$ cat config.mk
export PLATFORM = sky130hd
export DESIGN_NAME = laser_zone_obstacle_detect_unit
export DESIGN_NICKNAME = d
export VERILOG_FILES = /design/src/rtl/core/lzod_pkg.sv /design/src/rtl/core/lzod_front.sv /design/src/rtl/core/lzod_queue.sv /design/src/rtl/core/lzod_back.sv /design/src/rtl/core/laser_zone_obstacle_detect_unit.sv
export VERILOG_INCLUDE_DIRS = /design/src /design/src/rtl/core
export SDC_FILE = /design/constraint.sdc
export NUM_CORES = 1
export LEC_CHECK = 0
export ABC_AREA = 1
export BUFFER_PORTS_ARGS = -buffer_cell sky130_fd_sc_hd__buf_2
export CORE_ASPECT_RATIO = 2
export CORE_MARGIN = 1.5
export CORE_UTILIZATION = 43
export CTS_CLUSTER_DIAMETER = 80
export DETAILED_ROUTE_END_ITERATION = 8
export PLACE_DENSITY_LB_ADDON = 0.12
export SYNTH_ARGS = -nofsm -noshare
export SYNTH_HDL_FRONTEND = slang
export SYNTH_SLANG_ARGS = --single-unit
$ cat constraint.sdc
create_clock -name clk -period 10 [get_ports clk]
set_input_delay 1 -clock clk [delete_from_list [all_inputs] [get_ports clk]]
set_output_delay 1 -clock clk [all_outputs]
set_load 0.05 [all_outputs]
$ cat src/rtl/core/laser_zone_obstacle_detect_unit_macros.svh
// Assertion macros shared by the obstacle detector RTL.
`ifndef LASER_ZONE_OBSTACLE_DETECT_UNIT_MACROS_SVH
`define LASER_ZONE_OBSTACLE_DETECT_UNIT_MACROS_SVH

// Same-cycle implication, checked out of reset.
`define LZOD_ASSERT_IMPL(label, clk, rst_n, lhs, rhs) \
    label: assert property (@(posedge clk) disable iff (!rst_n) (lhs) |-> (rhs)) \
        else $error("assertion failed: same-cycle implication");

// Next-cycle implication, checked out of reset.
`define LZOD_ASSERT_NEXT(label, clk, rst_n, lhs, rhs) \
    label: assert property (@(posedge clk) disable iff (!rst_n) (lhs) |=> (rhs)) \
        else $error("assertion failed: next-cycle implication");

`endif

$ cat src/rtl/core/lzod_pkg.sv
// Shared types, constants and sector geometry of the obstacle detector.
package lzod_pkg;

    localparam int SCAN_POINTS = 360;
    localparam int SECTORS     = 5;

    localparam int IDX_W       = 10;
    localparam int OFF_W       = IDX_W + 1;
    localparam int RANGE_W     = 16;
    localparam int CNT_W       = 4;
    localparam int CFG_IDX_W   = 3;
    localparam int CFG_DATA_W  = 16;
    localparam int S_TDATA_W   = 32;
    localparam int M_TDATA_W   = 72;

    localparam int QUEUE_DEPTH = 4;
    localparam int QPTR_W      = 2;
    localparam int QCNT_W      = 3;

    localparam int SEC_FRONT       = 0;
    localparam int SEC_FRONT_LEFT  = 1;
    localparam int SEC_FRONT_RIGHT = 2;
    localparam int SEC_LEFT        = 3;
    localparam int SEC_RIGHT       = 4;

    localparam logic [RANGE_W-1:0] NO_RETURN = {RANGE_W{1'b1}};

    // First index of each sector: (centre - half width) mod SCAN_POINTS.
    localparam logic [IDX_W-1:0] SEC_START [SECTORS] = '{
        IDX_W'((0   % SCAN_POINTS + SCAN_POINTS - 30 % SCAN_POINTS) % SCAN_POINTS),
        IDX_W'((45  % SCAN_POINTS + SCAN_POINTS - 20 % SCAN_POINTS) % SCAN_POINTS),
        IDX_W'((315 % SCAN_POINTS + SCAN_POINTS - 20 % SCAN_POINTS) % SCAN_POINTS),
        IDX_W'((90  % SCAN_POINTS + SCAN_POINTS - 30 % SCAN_POINTS) % SCAN_POINTS),
        IDX_W'((270 % SCAN_POINTS + SCAN_POINTS - 30 % SCAN_POINTS) % SCAN_POINTS)
    };

    // Full width of each sector: twice the half width.
    localparam logic [OFF_W-1:0] SEC_SPAN [SECTORS] = '{
        OFF_W'(2 * 30), OFF_W'(2 * 20), OFF_W'(2 * 20), OFF_W'(2 * 30), OFF_W'(2 * 30)
    };

    localparam logic [RANGE_W-1:0] RANGE_MIN_RST     = RANGE_W'(0);
    localparam logic [RANGE_W-1:0] RANGE_MAX_RST     = RANGE_W'(65535);
    localparam logic [RANGE_W-1:0] OBSTACLE_DIST_RST = RANGE_W'(500);
    localparam logic [RANGE_W-1:0] CLEAR_DIST_RST    = RANGE_W'(750);
    localparam logic [CNT_W-1:0]   HYST_ON_RST       = CNT_W'(2);

    typedef enum logic [CFG_IDX_W-1:0] {
        CFG_RANGE_MIN     = 3'd0,
        CFG_RANGE_MAX     = 3'd1,
        CFG_OBSTACLE_DIST = 3'd2,
        CFG_CLEAR_DIST    = 3'd3,
        CFG_HYST_ON       = 3'd4
    } lzod_cfg_idx_t;

    typedef enum logic {
        ACT_SAMPLE = 1'b0,
        ACT_CLEAR  = 1'b1
    } lzod_action_t;

    typedef struct packed {
        logic [RANGE_W-1:0] rng_floor;
        logic [RANGE_W-1:0] rng_ceil;
        logic [RANGE_W-1:0] obst_limit;
        logic [RANGE_W-1:0] clear_dist;
        logic [CNT_W-1:0]   hyst_on;
    } lzod_cfg_t;

    // Classified request handed from the front end to the back end.
    typedef struct packed {
        logic               clear;
        logic               last;
        logic [SECTORS-1:0] hit;
        logic [RANGE_W-1:0] range;
    } lzod_rec_t;

    typedef struct packed {
        logic              valid;
        logic              full;
        logic [QCNT_W-1:0] count;
    } lzod_qstat_t;

endpackage

$ cat src/rtl/core/lzod_front.sv
// Front end: accept input requests, validate the sample and find its sectors.
module lzod_front
(
    input  logic                      clk,
    input  logic                      rst_n,
    input  lzod_pkg::lzod_cfg_t       cfg,
    input  logic                      s_tvalid,
    output logic                      s_tready,
    input  logic [lzod_pkg::S_TDATA_W-1:0] s_tdata,
    input  logic                      s_tuser,
    input  logic                      s_tlast,
    output logic                      rec_valid,
    output lzod_pkg::lzod_rec_t       rec,
    input  logic                      push_ok
);

    logic                          valid_reg;
    logic                          valid_next;
    lzod_pkg::lzod_rec_t           rec_reg;
    lzod_pkg::lzod_rec_t           rec_next;
    logic [lzod_pkg::IDX_W-1:0]    idx;
    logic [lzod_pkg::RANGE_W-1:0]  rng;
    logic                          finite;
    logic                          sample_ok;
    logic [lzod_pkg::OFF_W-1:0]    off_sum [lzod_pkg::SECTORS];
    logic [lzod_pkg::OFF_W-1:0]    off     [lzod_pkg::SECTORS];
    logic                          accept;
    logic                          push;

    assign idx    = s_tdata[lzod_pkg::IDX_W-1:0];
    assign rng    = s_tdata[lzod_pkg::IDX_W +: lzod_pkg::RANGE_W];
    assign finite = s_tdata[lzod_pkg::IDX_W + lzod_pkg::RANGE_W];

    assign push     = valid_reg && push_ok;
    assign s_tready = !valid_reg || push_ok;
    assign accept   = s_tvalid && s_tready;

    always_comb
    begin
        sample_ok = finite && (rng > cfg.rng_floor) && (rng < cfg.rng_ceil) &&
                    ({1'b0, idx} < lzod_pkg::OFF_W'(lzod_pkg::SCAN_POINTS));
        for (int s = 0; s < lzod_pkg::SECTORS; s++)
        begin
            // Offset from sector start, wrapped once around the scan.
            off_sum[s] = {1'b0, idx} + lzod_pkg::OFF_W'(lzod_pkg::SCAN_POINTS)
                         - {1'b0, lzod_pkg::SEC_START[s]};
            off[s] = (off_sum[s] >= lzod_pkg::OFF_W'(lzod_pkg::SCAN_POINTS))
                     ? off_sum[s] - lzod_pkg::OFF_W'(lzod_pkg::SCAN_POINTS)
                     : off_sum[s];
            rec_next.hit[s] = sample_ok && (off[s] <= lzod_pkg::SEC_SPAN[s]);
        end
        rec_next.clear = (lzod_pkg::lzod_action_t'(s_tuser) == lzod_pkg::ACT_CLEAR);
        rec_next.last  = s_tlast;
        rec_next.range = rng;
    end

    always_comb
    begin
        valid_next = valid_reg;
        if (accept)
        begin
            valid_next = 1'b1;
        end
        else if (push)
        begin
            valid_next = 1'b0;
        end
    end

    always_ff @(posedge clk or negedge rst_n)
    begin
        if (!rst_n)
        begin
            valid_reg <= 1'b0;
        end
        else
        begin
            valid_reg <= valid_next;
        end
    end

    always_ff @(posedge clk)
    begin
        if (accept)
        begin
            rec_reg <= rec_next;
        end
    end

    assign rec_valid = valid_reg;
    assign rec       = rec_reg;

endmodule

$ cat src/rtl/core/lzod_queue.sv
// Short request queue between the front end and the back end.
module lzod_queue
(
    input  logic                  clk,
    input  logic                  rst_n,
    input  logic                  push,
    input  lzod_pkg::lzod_rec_t   push_rec,
    input  logic                  pop,
    output lzod_pkg::lzod_rec_t   pop_rec,
    output lzod_pkg::lzod_qstat_t stat
);

    lzod_pkg::lzod_rec_t           mem [lzod_pkg::QUEUE_DEPTH];
    logic [lzod_pkg::QPTR_W-1:0]   wr_ptr_reg;
    logic [lzod_pkg::QPTR_W-1:0]   wr_ptr_next;
    logic [lzod_pkg::QPTR_W-1:0]   rd_ptr_reg;
    logic [lzod_pkg::QPTR_W-1:0]   rd_ptr_next;
    logic [lzod_pkg::QCNT_W-1:0]   count_reg;
    logic [lzod_pkg::QCNT_W-1:0]   count_next;

    always_comb
    begin
        wr_ptr_next = push ? wr_ptr_reg + 1'b1 : wr_ptr_reg;
        rd_ptr_next = pop  ? rd_ptr_reg + 1'b1 : rd_ptr_reg;
        count_next  = count_reg;
        if (push && !pop)
        begin
            count_next = count_reg + 1'b1;
        end
        else if (pop && !push)
        begin
            count_next = count_reg - 1'b1;
        end
    end

    always_ff @(posedge clk or negedge rst_n)
    begin
        if (!rst_n)
        begin
            wr_ptr_reg <= '0;
            rd_ptr_reg <= '0;
            count_reg  <= '0;
        end
        else
        begin
            wr_ptr_reg <= wr_ptr_next;
            rd_ptr_reg <= rd_ptr_next;
            count_reg  <= count_next;
        end
    end

    always_ff @(posedge clk)
    begin
        if (push)
        begin
            mem[wr_ptr_reg] <= push_rec;
        end
    end

    assign pop_rec    = mem[rd_ptr_reg];
    assign stat.valid = (count_reg != '0);
    assign stat.full  = (count_reg == lzod_pkg::QCNT_W'(lzod_pkg::QUEUE_DEPTH));
    assign stat.count = count_reg;

endmodule

$ cat src/rtl/core/lzod_back.sv
// Back end: fold samples into sector minima, close scans, handle clears and hold the result.
module lzod_back
(
    input  logic                      clk,
    input  logic                      rst_n,
    input  lzod_pkg::lzod_cfg_t       cfg,
    input  logic                      rec_valid,
    input  lzod_pkg::lzod_rec_t       rec,
    output logic                      pop,
    output logic                      m_tvalid,
    input  logic                      m_tready,
    output logic [lzod_pkg::M_TDATA_W-1:0] m_tdata
);

    logic [lzod_pkg::RANGE_W-1:0]  min_reg  [lzod_pkg::SECTORS];
    logic [lzod_pkg::RANGE_W-1:0]  min_next [lzod_pkg::SECTORS];
    logic [lzod_pkg::RANGE_W-1:0]  merged   [lzod_pkg::SECTORS];
    logic [lzod_pkg::CNT_W-1:0]    cnt_reg;
    logic [lzod_pkg::CNT_W-1:0]    cnt_next;
    logic [lzod_pkg::CNT_W-1:0]    cnt_scan;
    logic [lzod_pkg::CNT_W:0]      cnt_up;
    logic                          out_valid_reg;
    logic                          out_valid_next;
    logic [lzod_pkg::M_TDATA_W-1:0] out_data_reg;
    logic [lzod_pkg::M_TDATA_W-1:0] out_data_next;
    logic [lzod_pkg::RANGE_W-1:0]  side_min;
    logic [lzod_pkg::RANGE_W-1:0]  nearest;
    logic                          emit;

    assign pop  = rec_valid && (!out_valid_reg || m_tready);
    assign emit = pop && !rec.clear && rec.last;

    always_comb
    begin
        for (int s = 0; s < lzod_pkg::SECTORS; s++)
        begin
            merged[s] = (rec.hit[s] && (rec.range < min_reg[s])) ? rec.range : min_reg[s];
        end
        side_min = (merged[lzod_pkg::SEC_FRONT_LEFT] < merged[lzod_pkg::SEC_FRONT_RIGHT])
                   ? merged[lzod_pkg::SEC_FRONT_LEFT] : merged[lzod_pkg::SEC_FRONT_RIGHT];
        nearest  = (merged[lzod_pkg::SEC_FRONT] < side_min)
                   ? merged[lzod_pkg::SEC_FRONT] : side_min;

        // Saturate at the ceiling on the way up, floor at zero on the way down.
        cnt_up = {1'b0, cnt_reg} + 1'b1;
        if (nearest < cfg.obst_limit)
        begin
            cnt_scan = (cnt_up < {1'b0, cfg.hyst_on}) ? cnt_up[lzod_pkg::CNT_W-1:0]
                                                      : cfg.hyst_on;
        end
        else if (cnt_reg != '0)
        begin
            cnt_scan = cnt_reg - 1'b1;
        end
        else
        begin
            cnt_scan = cnt_reg;
        end

        out_data_next = {1'b0,
                         (merged[lzod_pkg::SEC_FRONT] > cfg.clear_dist),
                         (merged[lzod_pkg::SEC_LEFT] > merged[lzod_pkg::SEC_RIGHT]),
                         (cnt_scan >= cfg.hyst_on),
                         cnt_scan,
                         merged[lzod_pkg::SEC_RIGHT],
                         merged[lzod_pkg::SEC_LEFT],
                         nearest,
                         merged[lzod_pkg::SEC_FRONT]};
    end

    always_comb
    begin
        cnt_next = cnt_reg;
        for (int s = 0; s < lzod_pkg::SECTORS; s++)
        begin
            min_next[s] = min_reg[s];
        end
        if (pop)
        begin
            if (rec.clear)
            begin
                cnt_next = '0;
            end
            else if (rec.last)
            begin
                cnt_next = cnt_scan;
                // Re-arm every sector for the next scan.
                for (int s = 0; s < lzod_pkg::SECTORS; s++)
                begin
                    min_next[s] = lzod_pkg::NO_RETURN;
                end
            end
            else
            begin
                for (int s = 0; s < lzod_pkg::SECTORS; s++)
                begin
                    min_next[s] = merged[s];
                end
            end
        end

        out_valid_next = out_valid_reg;
        if (emit)
        begin
            out_valid_next = 1'b1;
        end
        else if (m_tready)
        begin
            out_valid_next = 1'b0;
        end
    end

    always_ff @(posedge clk or negedge rst_n)
    begin
        if (!rst_n)
        begin
            for (int s = 0; s < lzod_pkg::SECTORS; s++)
            begin
                min_reg[s] <= lzod_pkg::NO_RETURN;
            end
            cnt_reg       <= '0;
            out_valid_reg <= 1'b0;
        end
        else
        begin
            for (int s = 0; s < lzod_pkg::SECTORS; s++)
            begin
                min_reg[s] <= min_next[s];
            end
            cnt_reg       <= cnt_next;
            out_valid_reg <= out_valid_next;
        end
    end

    always_ff @(posedge clk)
    begin
        if (emit)
        begin
            out_data_reg <= out_data_next;
        end
    end

    assign m_tvalid = out_valid_reg;
    assign m_tdata  = out_data_reg;

endmodule

$ cat src/rtl/core/laser_zone_obstacle_detect_unit.sv
// Top level of the laser zone obstacle detector.
//
//  Channel  Dir  Handshake           Payload
//  s_*      in   s_tvalid/s_tready   range sample or counter clear request
//  m_*      out  m_tvalid/m_tready   scan result, one per closing sample
//  cfg_*    in   cfg_valid/cfg_ready register write (index, data)
//
// One request per cycle sustained while the queue is not full; a sample passes
// the front register, the four-entry queue and the back end, in that order.
// The back end folds one queued request per cycle into the five sector minima
// unless a result waits on m_tready. A stalled m_tready fills the queue before
// s_tready drops. Reset is asynchronous, active low; no clearing pass is needed.
`include "laser_zone_obstacle_detect_unit_macros.svh"

module laser_zone_obstacle_detect_unit
(
    input  logic                                clk,
    input  logic                                rst_n,
    input  logic                                s_tvalid,
    output logic                                s_tready,
    input  logic [lzod_pkg::S_TDATA_W-1:0]      s_tdata,   // angle_index, range_mm, range_finite, 0
    input  logic                                s_tuser,   // action
    input  logic                                s_tlast,
    output logic                                m_tvalid,
    input  logic                                m_tready,
    // front_min_mm, nearest_mm, left_min_mm, right_min_mm, obstacle_count,
    // obstacle, turn_left, front_clear, 0
    output logic [lzod_pkg::M_TDATA_W-1:0]      m_tdata,
    input  logic                                cfg_valid,
    output logic                                cfg_ready,
    input  logic [lzod_pkg::CFG_IDX_W-1:0]      cfg_index,
    input  logic [lzod_pkg::CFG_DATA_W-1:0]     cfg_data
);

    lzod_pkg::lzod_cfg_t   cfg_reg;
    lzod_pkg::lzod_cfg_t   cfg_next;
    logic                  front_valid;
    lzod_pkg::lzod_rec_t   front_rec;
    logic                  push;
    logic                  pop;
    lzod_pkg::lzod_rec_t   queue_rec;
    lzod_pkg::lzod_qstat_t qstat;

    assign cfg_ready = 1'b1;

    always_comb
    begin
        cfg_next = cfg_reg;
        if (cfg_valid && cfg_ready)
        begin
            unique case (lzod_pkg::lzod_cfg_idx_t'(cfg_index))
                lzod_pkg::CFG_RANGE_MIN:     cfg_next.rng_floor  = cfg_data;
                lzod_pkg::CFG_RANGE_MAX:     cfg_next.rng_ceil   = cfg_data;
                lzod_pkg::CFG_OBSTACLE_DIST: cfg_next.obst_limit = cfg_data;
                lzod_pkg::CFG_CLEAR_DIST:    cfg_next.clear_dist = cfg_data;
                lzod_pkg::CFG_HYST_ON:
                    cfg_next.hyst_on = cfg_data[lzod_pkg::CNT_W-1:0];
                default: ;
            endcase
        end
    end

    always_ff @(posedge clk or negedge rst_n)
    begin
        if (!rst_n)
        begin
            cfg_reg.rng_floor  <= lzod_pkg::RANGE_MIN_RST;
            cfg_reg.rng_ceil   <= lzod_pkg::RANGE_MAX_RST;
            cfg_reg.obst_limit <= lzod_pkg::OBSTACLE_DIST_RST;
            cfg_reg.clear_dist <= lzod_pkg::CLEAR_DIST_RST;
            cfg_reg.hyst_on    <= lzod_pkg::HYST_ON_RST;
        end
        else
        begin
            cfg_reg <= cfg_next;
        end
    end

    assign push = front_valid && !qstat.full;

    lzod_front u_front
    (
        .clk       (clk),
        .rst_n     (rst_n),
        .cfg       (cfg_reg),
        .s_tvalid  (s_tvalid),
        .s_tready  (s_tready),
        .s_tdata   (s_tdata),
        .s_tuser   (s_tuser),
        .s_tlast   (s_tlast),
        .rec_valid (front_valid),
        .rec       (front_rec),
        .push_ok   (!qstat.full)
    );

    lzod_queue u_queue
    (
        .clk      (clk),
        .rst_n    (rst_n),
        .push     (push),
        .push_rec (front_rec),
        .pop      (pop),
        .pop_rec  (queue_rec),
        .stat     (qstat)
    );

    lzod_back u_back
    (
        .clk       (clk),
        .rst_n     (rst_n),
        .cfg       (cfg_reg),
        .rec_valid (qstat.valid),
        .rec       (queue_rec),
        .pop       (pop),
        .m_tvalid  (m_tvalid),
        .m_tready  (m_tready),
        .m_tdata   (m_tdata)
    );

    `LZOD_ASSERT_IMPL(a_no_push_when_full, clk, rst_n, qstat.full, !push)
    `LZOD_ASSERT_IMPL(a_pop_needs_slot, clk, rst_n, pop && m_tvalid, m_tready)
    `LZOD_ASSERT_NEXT(a_full_queue_stays_busy, clk, rst_n, qstat.full && !pop, qstat.full)

endmodule

# Word-level counts from Yosys, hierarchy flattened

Memories as Yosys holds them, arrays and structs flattened.
Cells that the tools add are included.

Flip-flop bits (word level): 255
Memory bits (writable): 92
Input port bits: 58
Output and inout port bits: 75
Word-level logic and storage cells: 138
Memories kept: 1

Add/subtract/negate cells: 17
Order comparisons: 25
Eq/ne operators: 5
Multiplexer cells: 26
Bitwise logic cells: 1
Reduce and logical (&&, ||, !) cells: 42

Memory list:

| memory      | words | bits a word | rd ports | clocked after Yosys merged registers in | wr ports | RTL line         | source |
|---|---|---|---|---|---|---|---|
| u_queue.mem | 4     | 23          | 1        | 0                                       | 1        | lzod_queue.sv:13 | `lzod_pkg::lzod_rec_t mem [lzod_pkg::QUEUE_DEPTH];` |

Operators by type and width:

| kind                                                                   | count |
|---|---|
| 16-bit < comparator                                                    | 9 |
| 16-bit 2-to-1 mux                                                      | 7 |
| 80-bit 2-to-1 mux                                                      | 1 |
| 11-bit by 9-bit subtractor with 11-bit output, second input constant   | 7 |
| 11-bit by 9-bit >= comparator with 1-bit output, second input constant | 5 |
| 11-bit by 6-bit <= comparator with 1-bit output, second input constant | 5 |
| 11-bit 2-to-1 mux                                                      | 5 |
| 16-bit greater-than comparator                                         | 3 |
| 1-bit logical AND                                                      | 20 |
| 4-bit 2-to-1 mux                                                       | 5 |
| 2-bit AND reduction                                                    | 7 |
| 10-bit by 9-bit adder with 11-bit output, second input constant        | 1 |
| 11-bit by 5-bit subtractor with 11-bit output, second input constant   | 1 |
| 11-bit by 6-bit subtractor with 11-bit output, second input constant   | 1 |
| 11-bit by 8-bit subtractor with 11-bit output, second input constant   | 1 |
| 10-bit by 9-bit < comparator with 1-bit output, second input constant  | 1 |
| 2-bit nonzero test                                                     | 4 |
| 3-bit by 2-bit equality test with 1-bit output, second input constant  | 2 |
| 3-bit equality test, second input constant                             | 2 |
| 1-bit logical NOT                                                      | 6 |
| 1-bit 2-to-1 mux                                                       | 6 |
| 3-bit 2-to-1 mux                                                       | 2 |
| 4-bit by 1-bit adder with 5-bit output, second input constant          | 1 |
| 5-bit by 4-bit < comparator with 1-bit output                          | 1 |
| 11 further kinds                                                       | 13 |

# Logic depth before layout (Yosys ltp)

Gate-level depths: netlist of run 1.
An unclocked memory read counts as a cell.

Word-level depth: 12
Mapped depth: 59
Mapped depth without buffers: 54

# Modules after synthesis

A second synthesis of run 1 with hierarchy kept.

Cells, all modules: 2453
Area total of the unflattened synthesis: 21698.3 um^2

By module, submodules not included:

| module                          | instances | cells each | area each (um^2) | sequential area each (um^2) |
|---|---|---|---|---|
| lzod_back                       | 1         | 1224       | 10621.4          | 4359.2 |
| lzod_queue                      | 1         | 316        | 4352.9           | 2937.8 |
| lzod_front                      | 1         | 603        | 3930.0           | 715.7 |
| laser_zone_obstacle_detect_unit | 1         | 310        | 2793.9           | 1739.2 |

# Worst setup path before layout of run 1

Ideal clock, no wire load.

Kind: register to register
From: reg u_queue.rd_ptr_reg[0] (netlist name)
To: reg u_back.out_data_reg (netlist bit u_back.m_tdata[68]) (data pin)
Library setup time: 265 ps
Arrival time: 7498 ps
Data required time: 9735 ps
Setup slack: 2238 ps
Cell stages (with the launch flop): 46
Buffers on the path: 7
Clock period less this slack: 7762 ps
Path through: dfrtp_1 buf_4 clkbuf_1 clkbuf_1 nand2_1 a32oi_1 ha_1 a21oi_1 o21ai_0 a211oi_2 nand2_2 buf_6 clkbuf_1 nand2_1 o21ai_0 ha_1 a21oi_1 nor2_1 [10 not listed] o221a_2 nand2_2 inv_1 clkbuf_1 nand2_1 o21ai_0 ha_1 a21oi_1 nor2_1 a211oi_1 o221a_2 nand3_1 and2_1 ha_1 inv_1 nor2_1 o211ai_1 nand3_1

Cells in the longest elaborated chain, start to end: 11
Elaborated cells on any way between the ends: 17
Classes of those cells: order compare: 7; mux: 6; reduce/logical: 3; memory: 1

Ends and longest elaborated chain:

| what                                    | RTL line         | source |
|---|---|---|
| start, declared                         | lzod_queue.sv:16 | `logic [lzod_pkg::QPTR_W-1:0] rd_ptr_reg;` |
| start signal, assigned                  | lzod_queue.sv:47 | `rd_ptr_reg <= rd_ptr_next;` |
| memory read 4 x 23 bit *                | n/a              |  |
| 16-bit < comparator                     | lzod_back.sv:37  | `merged[s] = (rec.hit[s] && (rec.range < min_reg[s])) ? rec.range : min_reg[s];` |
| 1-bit logical AND                       | lzod_back.sv:37  |  |
| 16-bit 2-to-1 mux                       | lzod_back.sv:37  |  |
| 16-bit < comparator                     | lzod_back.sv:39  | `side_min = (merged[lzod_pkg::SEC_FRONT_LEFT] < merged[lzod_pkg::SEC_FRONT_RIGHT])` |
| 16-bit 2-to-1 mux                       | lzod_back.sv:40  | `? merged[lzod_pkg::SEC_FRONT_LEFT] : merged[lzod_pkg::SEC_FRONT_RIGHT];` |
| 16-bit < comparator                     | lzod_back.sv:41  | `nearest = (merged[lzod_pkg::SEC_FRONT] < side_min)` |
| 16-bit 2-to-1 mux *                     | lzod_back.sv:42  | `? merged[lzod_pkg::SEC_FRONT] : side_min;` |
| named net u_back.nearest, one bit       | lzod_back.sv:27  | `logic [lzod_pkg::RANGE_W-1:0] nearest;` |
| 16-bit < comparator *                   | lzod_back.sv:46  | `if (nearest < cfg.obst_limit)` |
| 4-bit 2-to-1 mux *                      | lzod_back.sv:46  |  |
| named net u_back.cnt_scan, one bit      | lzod_back.sv:20  | `logic [lzod_pkg::CNT_W-1:0] cnt_scan;` |
| 4-bit >= comparator *                   | lzod_back.sv:63  | `(cnt_scan >= cfg.hyst_on),` |
| named net u_back.out_data_next, one bit | lzod_back.sv:25  | `logic [lzod_pkg::M_TDATA_W-1:0] out_data_next;` |
| end signal, assigned                    | lzod_back.sv:139 | `out_data_reg <= out_data_next;` |
| end, declared                           | lzod_back.sv:24  | `logic [lzod_pkg::M_TDATA_W-1:0] out_data_reg;` |

The timed path passes the listed nets; every way through them passes the cells marked *.
A chain may end at the register's enable or synchronous reset.

# Worst setup path after layout of run 1

From: reg u_queue.rd_ptr_reg[1] (netlist name)
To: reg u_back.out_data_reg (netlist bit u_back.m_tdata[68]) (data pin)

The elaborated chain is that of the path after synthesis.

==> results.cfg, run 1 <==
[timing]
slew-limit-headroom_pct = 22.10
post_route_clock_period_utilization_pct = 91.78
slew_violations = 0
postLayoutSetupSlackWorst_ps = 822.0
timing.final.crit_period_ps = 9178
setup_violations = 0
max_freq_ghz = 0.1090
worst-slew-pin-transition_ps = 1165
grt_setup_unrepaired = false
finalHoldViolations = 0
setup_tns_ps = 0
clock_skew_ps = 33.68

[grt]
grt-ovfl-total = 0
grtUsageTotal_pct = 23.31
grt_max_degree = 90
first_global_vias = 15800
met3_track_demand_over_resource_in_global_routing_pct = 1.779
top_usage_layer = met2
wire_length_of_the_first_global_routing_pass_um = 86130
globalRouteMet1Util_pct = 25.10
global_route.usage.met2_pct = 44.22
antenna_found_initial = 0

[clock_network]
htreeDepth = 2
postCtsSetupRepairBufs = 0
worstSkewPairLatency_ps = 540
post_cts_repair_resize_count = 0
cts.sinks = 347
clock_input_transition_at_the_sequential_cells_of_the_worst_setup_and_hold_paths_ps = 70
cts_made_buffers = 34
clockRootBuffer = clkbuf_16
tritoncts = yes
cts_buffer_depth = 3
cts_hold_buffers = 0

[setup_path]
crit_path_top_delay_cell = a32oi_1
path_buf_inv = 7
cp_max_fo = 26
worstSetupStartpointType = flop
critPathArrivalTime_ps = 9450
timing.setup.critical_path_class = flop to flop
critical_path_required_ps = 10280
critPathMostFrequentCell = ha_1
critical-path-max-stage-delay_ps = 550
path_delay_family = compound AO/OA/AOI/OAI gates
critical_path.endpoint_type = flop

[detailed_routing]
detail_route.iter0.violations = 741
finalWirelength_um = 54830
detail_route.first_pass.iterations = 5
vias = 15620
detail-route-antenna-nets = 0
vias_per_cell = 5.230
drc = 0
wl_per_cell_um = 18.36

[cells_and_area]
largest_register_ff_count = 92
diodes = 0
fin_util_pct = 49.73
final_layout_size_suffix_gt1_share_pct = 16.58
design.final.nets = 2621
area.growth.synth_to_final_pct = 13.86
stdcell_area_sq_um = 22860

[min_path]
min_path_type = flop to flop

[synthesis]
synth_seq_cells = 347
synth_async_sr_flop_share_pct = 46.40
synth_top_area_share_pct = 27.82
synth.lib_cells_used.distinct = 53
post_synth_instance_area_sq_um = 20080
synth_ff_type = edfxtp_1
synth_sequential_area_ratio_pct = 48.57
syn-num-nets = 2460
post-synth-top-area-cell = edfxtp_1
synth_top_cells_by_area = edfxtp_1 (28%), dfstp_2 (14%), ha_1 (14%)
post_synth_edffs = 186
ys_warn_count = 0
syn-mean-instance-area_sq_um = 9.214
synth_cells = 2179

[die]
die_h_um = 308.6
cell_row_count = 111
io_pins = 133
die_width_um = 155.8
start_util_pct = 43.68
die_area_sq_um = 48080
floorplan.core_area_sq_um = 45970

[placement]
finalWeightedCongestion = 0.9164
post-dp-hpwl_um = 41120
dpl_worst_slack_ps = 820.8
input_output_buffers = 125
placed_area_sq_um = 21770

[run_status]
outcome = finished, final reports clean

[run]
maxCapViolations = 0
## cell type report
cell class	count	area [sq um]
clock inverter	13	122.6
sequential	347	9752
clock buffer	48	964.7
timing repair buffer	193	1167
fill	4407	23110
inverter	311	1167
tap	621	777.0
multi-input combinational	1453	8910
## stage by stage
step | instances | hold WS, ps
after CTS | 2986 | 489.0
after global routing | 2986 | 509.2
after floorplan | 2179 | 453.0
after global placement | 2925 | 465.0
final | 2986 | 485.1
after detailed placement | 2925 | 473.8
## worst min-delay path: cells and delay by family, from the launching register on
| family | cells | cell delay [ps] |
|---|---|---|
| AO/OA/AOI/OAI | 1 | 60 |
| flip-flops | 1 | 340 |
| AND/OR/NAND/NOR | 1 | 50 |
## cell usage in the layout (no fill, tap or decap), types with 4 or more instances in the layout
cell	n
a2111oi_0	5
ha_1	222
clkbuf_8	4
buf_4	66
a211oi_1	11
a21boi_0	5
o22ai_1	6
a21o_1	5
nand4_1	25
nor3_1	15
edfxtp_1	186
a22oi_1	42
or2_2	6
inv_1	304
inv_2	5
a21oi_1	156
o21ai_0	218
xnor2_1	10
o211ai_1	8
a32oi_1	16
nand3_1	51
buf_2	124
nand2_2	10
dfrtp_1	51
nor2_4	4
xor2_1	28
and2_1	6
clkbuf_1	9
nand2_1	434
dfstp_2	110
a31oi_1	6
clkbuf_16	35
nand3b_1	7
nor2_1	118
clkinv_2	7
a221oi_1	4
## per-layer routing
metal  share of wire (%)  vias to the layer above
met5                   0                        -
met4                 6.1                        0
met3                 2.6                      125
met2                  54                      346
met1                  38                     7415
li1                    -                     7731
## cells in the mapped netlist (all sizes together) (4+ instances only)
cell type  number
clkbuf         58
nand3b          7
buf            10
dfstp         110
a31oi           6
a32oi          16
nor2          124
inv           309
a211oi         13
a22oi          42
nand4          25
or2             6
ha            222
a21oi         156
edfxtp        186
nand3          52
dfrtp          51
o21ai         220
nor3           15
a221oi          4
a21o            5
a2111oi         5
nand2         447
o22ai           6
a21boi          5
o211ai          8
xor2           28
xnor2          10
and2            6
## path summary, 6_finish.rpt
path	start	end	slack (ps)	cells past startpoint
max	u_queue.rd_ptr_reg[1]$_DFFE_PN0P_	u_back.m_tdata[68]$_DFFE_PP_	820	42
min	cfg_reg[31]$_DFFE_PN0P_	cfg_reg[31]$_DFFE_PN0P_	490	2
max reg2reg	u_queue.rd_ptr_reg[1]$_DFFE_PN0P_	u_back.m_tdata[68]$_DFFE_PP_	820	42
min reg2reg	cfg_reg[31]$_DFFE_PN0P_	cfg_reg[31]$_DFFE_PN0P_	490	2
max in group asynchronous	rst_n	cfg_reg[63]$_DFFE_PN0P_	7840	2
min in group asynchronous	rst_n	u_queue.wr_ptr_reg[1]$_DFFE_PN0P_	520	1
## logic make-up (layout without fill, tap and decap cells)
kind of cell             count (synthesis)  count (layout)  synth area share [%]
AO/OA/AOI/OAI                          507             507                 14.52
XOR/XNOR                                38              38                 1.658
adder cells (fa/ha/maj)                223             223                 13.93
buffers and inverters                  379             565                 7.229
flip-flops                             347             347                 48.57
other                                    2               2               0.03740
AND/OR/NAND/NOR                        683             683                 14.05
Power of run 1 is not shown: default switching activity piles up to over one toggle a cycle in this logic, so the estimate is an artifact.
==> run 2, diff against run 1 <==
CORE_UTILIZATION = 40   (was 43)
==> run 2 against run 1 <==
  * Largest cell class unchanged
  * Via count increased by 0.82%
  * Non-clock buffer count decreased by 6
  * Die area increased by 7.4%
  * Wire length increased by 2.6%
==> results.cfg, run 2 (synthesis gave the netlist of run 1 again) <==
[run_status]
outcome = finished, final reports clean

[clock_network]
clockRootBuffer = clkbuf_16
cts_buffer_depth = 3
tritoncts = yes
cts_hold_buffers = 0
cts.sinks = 347
cts_made_buffers = 36
worstSkewPairLatency_ps = 550
htreeDepth = 2
clock_input_transition_at_the_sequential_cells_of_the_worst_setup_and_hold_paths_ps = 70

[timing]
hold-worst-slack_ps = 481.5
slew-limit-headroom_pct = 20.63
post_route_clock_period_utilization_pct = 92.47
finalHoldViolations = 0
clock_skew_ps = 25.39
slew_violations = 0
timing.final.crit_period_ps = 9247
setup_tns_ps = 0
worst-slew-pin-transition_ps = 1187
setup_violations = 0
grt_setup_unrepaired = false
max_freq_ghz = 0.1081

[placement]
finalWeightedCongestion = 0.8774
post-dp-hpwl_um = 42430
input_output_buffers = 125

[detailed_routing]
highest_layer = met4
vias = 15750
finalWirelength_um = 56270
detail-route-antenna-nets = 0
dr_wl_met3_um = 1832
wire_length_on_met1_um = 20740
wl_per_cell_um = 18.67
vias_per_cell = 5.226
detail_route.first_pass.iterations = 5
drc = 0
met2_wirelength_um = 30140
detail_route.iter0.violations = 770

[setup_path]
worstSetupStartpointType = flop
cp_max_fo = 26
rr_startpoint = u_queue.rd_ptr_reg[1]$_DFFE_PN0P_
critical_path.endpoint_type = flop
critical_path_required_ps = 10290
critPathArrivalTime_ps = 9540
critical-path-max-stage-delay_ps = 510
critPathMostFrequentCell = ha_1
startpoint = u_queue.rd_ptr_reg[1]$_DFFE_PN0P_
crit_path_top_delay_cell = dfrtp_1
timing.setup.critical_path_class = flop to flop

[cells_and_area]
final_layout_size_suffix_gt1_share_pct = 16.41
diodes = 0
fillCellCount = 4826
area.growth.synth_to_final_pct = 14.39
multi_input_area_sq_um = 8925
design.final.nets = 2617
final-seq-area_sq_um = 9752
highest_count_cells_in_the_layout_ignoring_fill_and_taps = nand2_1 (434), inv_1 (304), ha_1 (222), o21ai_0 (217), edfxtp_1 (186)
layout.cells.most_common = nand2_1
largest_register_ff_count = 92

[die]
die_width_um = 161.4
io_pins = 133
cell_row_count = 116
die_h_um = 319.8
die_area_sq_um = 51630
floorplan.core_area_sq_um = 49780
start_util_pct = 40.33

[min_path]
min-delay-start = cfg_reg[64]$_DFFE_PN0P_
min_path_type = flop to flop

[grt]
antenna_found_initial = 0
grtUsageTotal_pct = 22.13
grt-ovfl-total = 0
first_global_vias = 15820
grt_max_degree = 91
wire_length_of_the_first_global_routing_pass_um = 87710

[run]
maxCapViolations = 0
==> run 2: cell types whose count changed in the layout (fill, tap and decap cells not counted), moves of 2 or more <==
| cell | delta |
|---|---|
| clkinv_2 | -4 |
| nor2_4 | +2 |
| clkbuf_16 | +3 |
| nor2_2 | -2 |
| clkbuf_8 | +2 |
| clkinv_1 | +2 |
| buf_4 | -5 |
==> run 2: area by class of cell <==
type	instances	share of cell area (%)
clock buffer	54	4.663
clock inverter	12	0.5666
inverter	311	5.083
multi-input combinational	1453	38.86
sequential	347	42.46
tap	649	3.536
timing repair buffer	187	4.832
==> run 2: final timing paths <==
check	to	slack (ps)	depth (start not counted)
worst max-delay path	u_back.m_tdata[68]$_DFFE_PP_	750	41
worst min-delay path	cfg_reg[64]$_DFFE_PN0P_	480	2
worst max register to register	u_back.m_tdata[68]$_DFFE_PP_	750	41
worst min register to register	cfg_reg[64]$_DFFE_PN0P_	480	2
max in group asynchronous	u_queue.wr_ptr_reg[1]$_DFFE_PN0P_	7900	2
min in group asynchronous	cfg_reg[21]$_DFFE_PN0P_	580	1
==> run 2: layer usage <==
layer / vias to the layer above / global-route usage [%]
met4: 0 / 13.13
met2: 346 / 41.60
li1: 7712 / -
met5: - / 0
met3: 142 / 2.581
met1: 7545 / 23.22
==> run 2: through the flow <==
stage | cell area, sq um | worst slack [ps] | instances | util [%]
after detailed placement | 21760 | 600.3 | 2947 | 43.71
final | 22970 | 752.7 | 3013 | 46.13
after CTS | 22960 | 524.6 | 3013 | 46.12
after global routing | 22970 | 47.98 | 3013 | 46.13
after global placement | 21760 | 710.5 | 2947 | 43.71
after floorplan | 20080 | 2238 | 2179 | -
==> run 2: worst max-delay path, delay by kind of cell, from the launching register on <==
| kind | cells | cell delay (ps) |
|---|---|---|
| AO/OA/AOI/OAI | 12 | 2910 |
| AND/OR/NAND/NOR | 17 | 2270 |
| adder cells (fa/ha/maj) | 5 | 1630 |
| buffers and inverters | 7 | 1620 |
| flip-flops | 1 | 510 |
==> run 2: timing repair <==
item / CTS / global route
setup endpoints to repair: 0 / 1
setup buffers: 0 / 0
gates resized for setup: 0 / 2
endpoints found under the hold margin: 0 / 0
Power of run 2 is left out for the same reason.
